--- src/sv/spq_pkg.sv ---
// spq_pkg: shared types, codes and sizes for the sorted priority queue
// no dependencies; used by spq_cell and sorted_priority_queue
package spq_pkg;

  localparam int CAPACITY = 16;
  localparam int CNT_W    = $clog2(CAPACITY + 1);

  localparam logic [1:0] OP_ENQ  = 2'd0;
  localparam logic [1:0] OP_DEQ  = 2'd1;
  localparam logic [1:0] OP_PEEK = 2'd2;

  localparam logic [1:0] ST_OK    = 2'd0;
  localparam logic [1:0] ST_EMPTY = 2'd1;
  localparam logic [1:0] ST_FULL  = 2'd2;

  typedef struct packed {
    logic [31:0] payload;
    logic [31:0] prio;
  } spq_entry_t;

  // broadcast to every cell of the row
  typedef struct packed {
    logic       push;
    logic       pop;
    spq_entry_t fresh;
  } spq_ctrl_t;

endpackage

--- src/sv/spq_cell.sv ---
// spq_cell: one slot of the sorted row, compares the new item against its entry
// depends on spq_pkg
module spq_cell (
  input  logic               clk,
  input  logic               rst,
  input  spq_pkg::spq_ctrl_t ctrl,
  input  spq_pkg::spq_entry_t left_entry,
  input  logic               left_valid,
  input  logic               left_ins,
  input  spq_pkg::spq_entry_t right_entry,
  input  logic               right_valid,
  output spq_pkg::spq_entry_t entry,
  output logic               valid,
  output logic               ins
);

  // new item lands here or further left; ties stay behind held entries
  assign ins = !valid || ($signed(ctrl.fresh.prio) < $signed(entry.prio));

  always_ff @(posedge clk) begin
    if (ctrl.push) begin
      if (ins) begin
        entry <= left_ins ? left_entry : ctrl.fresh;
      end
      valid <= valid | left_valid;
    end else if (ctrl.pop) begin
      entry <= right_entry;
      valid <= right_valid;
    end
    if (rst) begin
      valid <= 1'b0;
    end
  end

endmodule

--- src/sv/sorted_priority_queue.sv ---
// sorted_priority_queue: top level, row of spq_cell slots plus result register
// depends on spq_pkg and spq_cell
//
// Bounded min-first priority queue of spq_pkg::CAPACITY entries, ties leave in
// arrival order. One operation is taken per clock: busy stays low, so an item
// is accepted on every edge where start is high. The result appears on the
// cycle after acceptance with done high for exactly that one cycle; the
// receiver cannot stall it and must take it then. The rate is one item per
// cycle, set by the row of cells, which all update in the same cycle with
// each cell doing one 32-bit signed compare against the broadcast new
// entry. Enqueue on a full queue and dequeue or peek on an empty one leave
// the queue unchanged and report full or empty status.
module sorted_priority_queue (
  input  logic        clk,
  input  logic        rst,
  input  logic        start,
  output logic        busy,
  input  logic [1:0]  operation,
  input  logic [31:0] payload,
  input  logic signed [31:0] priority_req,
  output logic        done,
  output logic [1:0]  status,
  output logic [31:0] head_payload,
  output logic signed [31:0] head_priority,
  output logic [4:0]  entry_count,
  output logic        is_empty
);

  localparam int N = spq_pkg::CAPACITY;

  logic accept;
  spq_pkg::spq_ctrl_t ctrl;

  spq_pkg::spq_entry_t cell_entry [N];
  logic [N-1:0] cell_valid;
  logic [N-1:0] cell_ins;

  logic [spq_pkg::CNT_W-1:0] count;
  logic [spq_pkg::CNT_W-1:0] count_next;
  logic        full;
  logic        empty;
  logic [1:0]  status_next;
  logic        take_head;

  assign busy   = 1'b0;
  assign accept = start && !busy;
  assign full   = cell_valid[N-1];
  assign empty  = !cell_valid[0];

  // decode the operation into row controls and the result fields
  always_comb begin
    ctrl.push        = 1'b0;
    ctrl.pop         = 1'b0;
    ctrl.fresh.payload = payload;
    ctrl.fresh.prio    = priority_req;
    count_next       = count;
    status_next      = spq_pkg::ST_OK;
    take_head        = 1'b0;
    unique case (operation)
      spq_pkg::OP_ENQ: begin
        if (full) begin
          status_next = spq_pkg::ST_FULL;
        end else begin
          ctrl.push  = accept;
          count_next = count + 1'b1;
        end
      end
      spq_pkg::OP_DEQ: begin
        if (empty) begin
          status_next = spq_pkg::ST_EMPTY;
        end else begin
          ctrl.pop   = accept;
          take_head  = 1'b1;
          count_next = count - 1'b1;
        end
      end
      spq_pkg::OP_PEEK: begin
        if (empty) begin
          status_next = spq_pkg::ST_EMPTY;
        end else begin
          take_head = 1'b1;
        end
      end
      default: begin
        // unused code: no change, ok status
      end
    endcase
  end

  // the row: each cell sees its left and right neighbor
  for (genvar i = 0; i < N; i++) begin : g_cell
    spq_pkg::spq_entry_t l_entry;
    spq_pkg::spq_entry_t r_entry;
    logic l_valid;
    logic l_ins;
    logic r_valid;

    if (i == 0) begin : g_first
      assign l_entry = ctrl.fresh;
      assign l_valid = 1'b1;
      assign l_ins   = 1'b0;
    end else begin : g_mid_l
      assign l_entry = cell_entry[i-1];
      assign l_valid = cell_valid[i-1];
      assign l_ins   = cell_ins[i-1];
    end

    if (i == N - 1) begin : g_last
      assign r_entry = cell_entry[i];
      assign r_valid = 1'b0;
    end else begin : g_mid_r
      assign r_entry = cell_entry[i+1];
      assign r_valid = cell_valid[i+1];
    end

    spq_cell u_cell (
      .clk        (clk),
      .rst        (rst),
      .ctrl       (ctrl),
      .left_entry (l_entry),
      .left_valid (l_valid),
      .left_ins   (l_ins),
      .right_entry(r_entry),
      .right_valid(r_valid),
      .entry      (cell_entry[i]),
      .valid      (cell_valid[i]),
      .ins        (cell_ins[i])
    );
  end

  // count and the registered result
  always_ff @(posedge clk) begin
    done <= accept;
    if (accept) begin
      count         <= count_next;
      status        <= status_next;
      head_payload  <= take_head ? cell_entry[0].payload : 32'd0;
      head_priority <= take_head ? $signed(cell_entry[0].prio) : 32'sd0;
      entry_count   <= 5'(count_next);
      is_empty      <= (count_next == '0);
    end
    if (rst) begin
      done  <= 1'b0;
      count <= '0;
    end
  end

  // occupied slots form a prefix of the row
  a_prefix: assert property (@(posedge clk) disable iff (rst)
    ((cell_valid >> 1) & ~cell_valid) == '0)
    else $error("occupied slots not contiguous");

  // the count tracks the occupied slots
  a_count: assert property (@(posedge clk) disable iff (rst)
    $countones(cell_valid) == count)
    else $error("count disagrees with occupied slots");

  // head never ranks behind the second entry
  a_order: assert property (@(posedge clk) disable iff (rst)
    cell_valid[1] |-> ($signed(cell_entry[0].prio) <= $signed(cell_entry[1].prio)))
    else $error("row out of order");

  // a dropped enqueue changes nothing
  a_drop: assert property (@(posedge clk) disable iff (rst)
    accept && (operation == spq_pkg::OP_ENQ) && full |=> $stable(count) && $stable(cell_valid))
    else $error("enqueue on full queue changed state");

endmodule
--- config.mk ---
export PLATFORM = sky130hd
export DESIGN_NAME = sorted_priority_queue
export DESIGN_NICKNAME = d
export VERILOG_FILES = /design/src/sv/spq_pkg.sv /design/src/sv/spq_cell.sv /design/src/sv/sorted_priority_queue.sv
export SDC_FILE = /design/constraint.sdc
export NUM_CORES = 2
export LEC_CHECK = 0
export BUFFER_PORTS_ARGS = -buffer_cell sky130_fd_sc_hd__buf_2
export CAP_MARGIN = 25
export CELL_PAD_IN_SITES_DETAIL_PLACEMENT = 2
export CELL_PAD_IN_SITES_GLOBAL_PLACEMENT = 2
export CORE_MARGIN = 2
export CORE_UTILIZATION = 41
export DETAILED_ROUTE_END_ITERATION = 8
export GPL_ROUTABILITY_DRIVEN = 0
export GPL_TIMING_DRIVEN = 0
export PLACE_DENSITY = 0.87
export SLEW_MARGIN = 20
export SYNTH_ARGS = -nofsm -noshare
export SYNTH_HDL_FRONTEND = slang
export SYNTH_SLANG_ARGS = --single-unit
--- constraint.sdc ---
create_clock -name clk -period 15.5 [get_ports clk]
set_clock_uncertainty 0.2 [all_clocks]
set_input_delay 3.1 -clock clk [delete_from_list [all_inputs] [get_ports clk]]
set_output_delay 3.1 -clock clk [all_outputs]
set_load 0.02 [all_outputs]
# After elaboration in Yosys (flattened, before gate mapping)
# Index checks and enable logic that the tools add are counted.
[totals]
input_bits = 69
regBits = 1118
[op_classes]
muxes = 104
bitwise_logic = 15
n_reduce_logical = 52
n_lt_le_gt_ge = 16
eq_ne = 17
n_addsub = 2
[ops]
columns = ["operator", "count"]
rows = [
  ["$mux 64", 60],
  ["$lt 32x32->1", 16],
  ["$mux 1", 39],
  ["$reduce_and 2->1", 16],
  ["$ne 2x1->1 const B", 15],
  ["$logic_not 1->1", 16],
  ["$logic_or 1x1->1", 16],
  ["$or 1x1->1", 15],
  ["$mux 5", 2],
  ["$pmux 5 s2", 1],
  ["$add 5x1->5 const B", 1],
  ["$logic_not 5->1", 1],
  ["$sub 5x1->5 const B", 1],
  ["$pmux 2 s2", 1],
  ["$eq 2x1->1 const B", 1],
  ["$eq 2x2->1 const B", 1],
  ["$logic_not 2->1", 1],
  ["$mux 2", 1],
  ["$reduce_bool 2->1", 1],
  ["$reduce_or 2->1", 1],
]

# Longest topological paths before layout
[depth]
ltp_word = 5
mapped_depth = 13
mapped_depth_nobuf = 10

# Hierarchy
# A second synthesis with hierarchy kept.
[unflattened]
cells_unflattened = 6682
area_unflattened_um2 = 68999.9
[modules_own_cells]
columns = ["mod", "seq_area_each_um2", "cells_each", "area_each_um2", "n_inst"]
rows = [
  ["spq_cell (g_cell[0].u_cell ...)", 1941.9, 404, 4092.7, 12],
  ["spq_cell (g_cell[6].u_cell ...)", 1941.9, 401, 4141.5, 4],
  ["sorted_priority_queue", 2282.2, 230, 3321.9, 1],
]

# Least setup slack after synthesis
# OpenSTA, ideal clock, no wires.
[synth_path]
kind = "in2reg"
from = "input port priority_req[31]"
to = "register g_cell[13].u_cell.entry[0] (netlist bit), enable pin"
required_time_ns = 14.726
slack_ns = 5.521
setup_time_ns = 0.574
n_path_buf = 2
arrival_ns = 9.205
path_stages = 10
path_cell_list = "ha_1 > nand4_1 > nor3_1 > a221o_1 > o21ai_0 > nand2_1 > o21a_1 > buf_2 > buf_2 > o21ai_0"
[synth_between]
elab_chain_len = 4
[synth_lines]
columns = ["item", "line_no", "source"]
rows = [
  ["start, declared", "sorted_priority_queue.sv:20", "input logic signed [31:0] priority_req,"],
  ["$lt 32x32->1", "spq_cell.sv:18", "assign ins = !valid || ($signed(ctrl.fresh.prio) < $signed(entry.prio));"],
  ["$logic_or 1x1->1", "spq_cell.sv:18", ""],
  ["$ne 2x1->1 (no line)", "--", ""],
  ["$reduce_and 2->1 (no line)", "--", ""],
  ["end signal, assigned", "spq_cell.sv:23", "entry <= left_ins ? left_entry : ctrl.fresh;"],
  ["end signal, assigned", "spq_cell.sv:27", "entry <= right_entry;"],
  ["end, declared", "spq_cell.sv:12", "output spq_pkg::spq_entry_t entry,"],
]
# No other way between the ends.
# A chain may end at the register's enable or synchronous reset.

# Worst setup path in the final report
[layout_path]
from = "input port operation[1]"
to = "register g_cell[6].u_cell.entry[33] (netlist bit), enable pin"
[layout_between]
elab_chain_len = 4
elab_cells_between_ends = 7
cone_classes = "eq/ne (2); mux (2); reduce/logical (3)"
[layout_lines]
columns = ["item", "line_no", "source"]
rows = [
  ["start, declared", "sorted_priority_queue.sv:18", "input logic [1:0] operation,"],
  ["$logic_not 2->1 or $eq 2x1->1 (tied branches)", "sorted_priority_queue.sv:59", "unique case (operation)"],
  ["$mux 1", "sorted_priority_queue.sv:59", ""],
  ["$ne 2x1->1 (no line) or $reduce_bool 2->1 (tied branches)", "--", ""],
  ["$reduce_and 2->1 (no line) *", "--", ""],
  ["end signal, assigned", "spq_cell.sv:23", ""],
  ["end signal, assigned", "spq_cell.sv:27", ""],
  ["end, declared", "spq_cell.sv:12", ""],
]
# Every way passes the cells marked *; elsewhere a longest branch is shown, timed or not.

==> impl_metrics.ini <==
[status]
status = completed

[global_route]
grt_pass1_vias = 64738
antenna_found_initial = 39
grt_use_met3_pct = 11.2
grt_overflow = 0
grt_max_degree = 50
top_usage_layer = met2
grt_use_met1_pct = 44.2
grt_first_pass_wirelength_um = 463000
grt.total_usage_pct = 39.1
grt_util_met2_pct = 62.7

[power]
pwr-share-comb_pct = 13.5
p_sw_share_pct = 29.4
seqPwrFrac_pct = 45.1
vdd_ir_drop_max_mv = 0.0960
p_sw_mw = 2.32
pwr-share-clk_pct = 41.3
cellPowerDensity_nw_per_um2 = 106
internal_power_mw = 5.55
leakage_nw = 33.0

[drt]
vias = 59525
ant_nets = 0
first_iter_violations = 7325
drt_pass1_iterations = 6
viasPerCell = 7.01
wl_per_cell_um = 38.4
wirelength_um = 326000
drc = 0

[setup_path]
path_buf_inv = 8
reg2reg_depth = 12
cp_max_fo = 37
cp_num_cells = 13
worstSetupPathType = primary input to flip-flop
slowest_delay_ns = 0.75
crit_family = buffers and inverters
cp-end-kind = flip-flop
path_cells = buf_2 -> inv_1 -> ha_1 -> inv_1 -> nor2_1 -> nand2_1 -> clkinv_1 -> clkbuf_1 -> clkbuf_2 -> clkbuf_1 -> nand2_1 -> nand2_4 -> buf_12
crit_arrival_ns = 8.61
slowest_stage = ha_1
start_kind = primary input
required_ns = 15.81

[clock_network]
htree_levels = 4
cts_buffer_depth = 3
holdBufCountCts = 0
clock-sinks = 1118
cts_resized = 0
worst_skew_pair.late_latency_ns = 0.85
clk_pin_slew_ns = 0.06
numCtsBuffers = 133
clk_root_buffer_cell = clkbuf_16
cts_tree = built
post_cts_buffers = 0

[timing]
slew_headroom_pct = 11.1
tightest_slew_ns = 1.33
period_share_pct = 53.5
fmax_mhz = 121
slew_viol_final = 0
hold_viol_final = 0
tns_ns = 0
rsz0062_at_grt = false
min_period_ns = 8.30
finalSetupViolCount = 0

[run]
maxCapViolCount = 0

[floorplan]
fp.dieArea_um2 = 162000
rows = 146
die_w_um = 403
die_h_um = 403
start_util_pct = 41.3
core_area_um2 = 158000
pin_count = 143

[cells_and_area]
area_growth_pct = 13.4
layout-drive-gt1-share_pct = 8.98
fin_util_pct = 46.8
final_cell_mix = 1096 x edfxtp_1, 656 x a21oi_1, 487 x and3_1
layout_commonest_cell = edfxtp_1
filler_cell_count = 15842
layout.nets = 6823

[synth]
synth_area_leaders = edfxtp_1 50%, ha_1 9.0%, a221o_1 6.5%
synth.net_count = 6501
ys_ff_latch = 1118
synth_cell_types = 58
yosys.area.top_type_share_pct = 50.4
synth_area_leader_cell = edfxtp_1
ys.flop_type = edfxtp_1
syn_inst = 5962
ys_warn_count = 0
avgSynthCellArea_um2 = 10.9
syn_area_um2 = 65300
async_reset_ff_share_pct = 0
synth_edf_count = 1096
ys_seq_area_share_pct = 51.1

[worst_hold_path]
hold_path_class = flip-flop to flip-flop
whs_path_depth = 2

[place]
io_buffers = 141
dp_hpwl_um = 223000
-- final cells by class --
cell class / instances / area (um2) / share of cell area, %
sequential: 1118 / 33400 / 45.0
multi-input combinational: 3904 / 28400 / 38.3
clock buffer: 166 / 3550 / 4.79
tap: 2072 / 2590 / 3.50
buffer: 459 / 1970 / 2.66
inverter: 481 / 1810 / 2.44
timing repair buffer: 187 / 1730 / 2.34
clock inverter: 69 / 601 / 0.811
antenna: 33 / 82.6 / 0.112
-- state kept, by name, indices dropped and copies added, names as in the netlist --
register             cells
head_payload            32
head_priority           32
count                    5
entry_count              5
is_empty                 1
done                     1
status                   2
g_cell.u_cell.valid     16
g_cell.u_cell.entry   1024
-- metal layers --
metal | wire [um] | share of wire, % | up-vias
met4 | 29000 | 8.9 | 24
met3 | 35400 | 11 | 1689
li1 | - | - | 23220
met2 | 150000 | 46 | 4491
met1 | 112000 | 34 | 30101
met5 | 155 | 0.048 | -
-- power by group through the flow --
stage | clock network (mW) | logic, mW | registers [mW]
finish | 3.25 | 1.06 | 3.55
global route | 3.32 | 1.10 | 3.56
CTS | 3.21 | 1.01 | 3.54
detailed placement | 0 | 0.959 | 3.60
global placement | 0 | 0.837 | 3.61
floorplan | 0 | 0.519 | 3.59
-- worst register-to-register path, delay by kind of cell (launching register included) --
family	cells	cell delay [ns]
adder cells (fa/ha/maj)	1	0.28
AO/OA/AOI/OAI	2	1.06
AND/OR/NAND/NOR	5	1.87
buffers and inverters	4	1.83
flip-flops	1	0.42
-- final timing paths --
kind                                   start  slack [ns]                         end
setup reg to reg  g_cell[0].u_cell.entry[31]        9.54  g_cell[0].u_cell.entry[43]
setup / recovery                operation[1]        7.20  g_cell[6].u_cell.entry[33]
hold reg to reg   g_cell[1].u_cell.entry[61]        0.33  g_cell[0].u_cell.entry[61]
hold / removal    g_cell[1].u_cell.entry[61]        0.33  g_cell[0].u_cell.entry[61]
-- cells by family after synthesis --
logic type / synth area share, %
multiplexers: 7.40
other: 0.00574
AND/OR/NAND/NOR: 11.6
AO/OA/AOI/OAI: 15.1
buffers and inverters: 5.72
adder cells (fa/ha/maj): 9.01
flip-flops: 51.1
-- stage by stage --
step / total power, mW / instances / instance area [um2] / hold slack, ns / worst slack (ns)
floorplan: 4.10 / 5962 / 65300 / 0.268 / 5.52
detailed placement: 4.56 / 8216 / 69700 / 0.325 / 6.91
finish: 7.87 / 8489 / 74100 / 0.331 / 7.20
CTS: 7.77 / 8451 / 73900 / 0.345 / 7.62
global placement: 4.45 / 8175 / 68600 / 0.296 / -0.666
global route: 7.97 / 8466 / 74000 / 0.366 / 7.25
-- synth_stat cells (14+ instances only) --
master       n
a211oi_1    18
a21o_1      55
a21oi_1    656
a221o_1    424
a22oi_1     34
and3_1     487
buf_2       80
clkbuf_1   355
dfxtp_1     22
edfxtp_1  1096
ha_1       470
inv_1      480
mux2_2      15
mux2_4      50
mux2i_1    391
nand2_1    318
nand2b_1    30
nand3_1     69
nand4_1     82
nor2_1     490
nor3_1      41
nor4_1      14
o21a_1      14
o21ai_0    116
o221ai_1    37
Power figures use the tool's default switching activity.
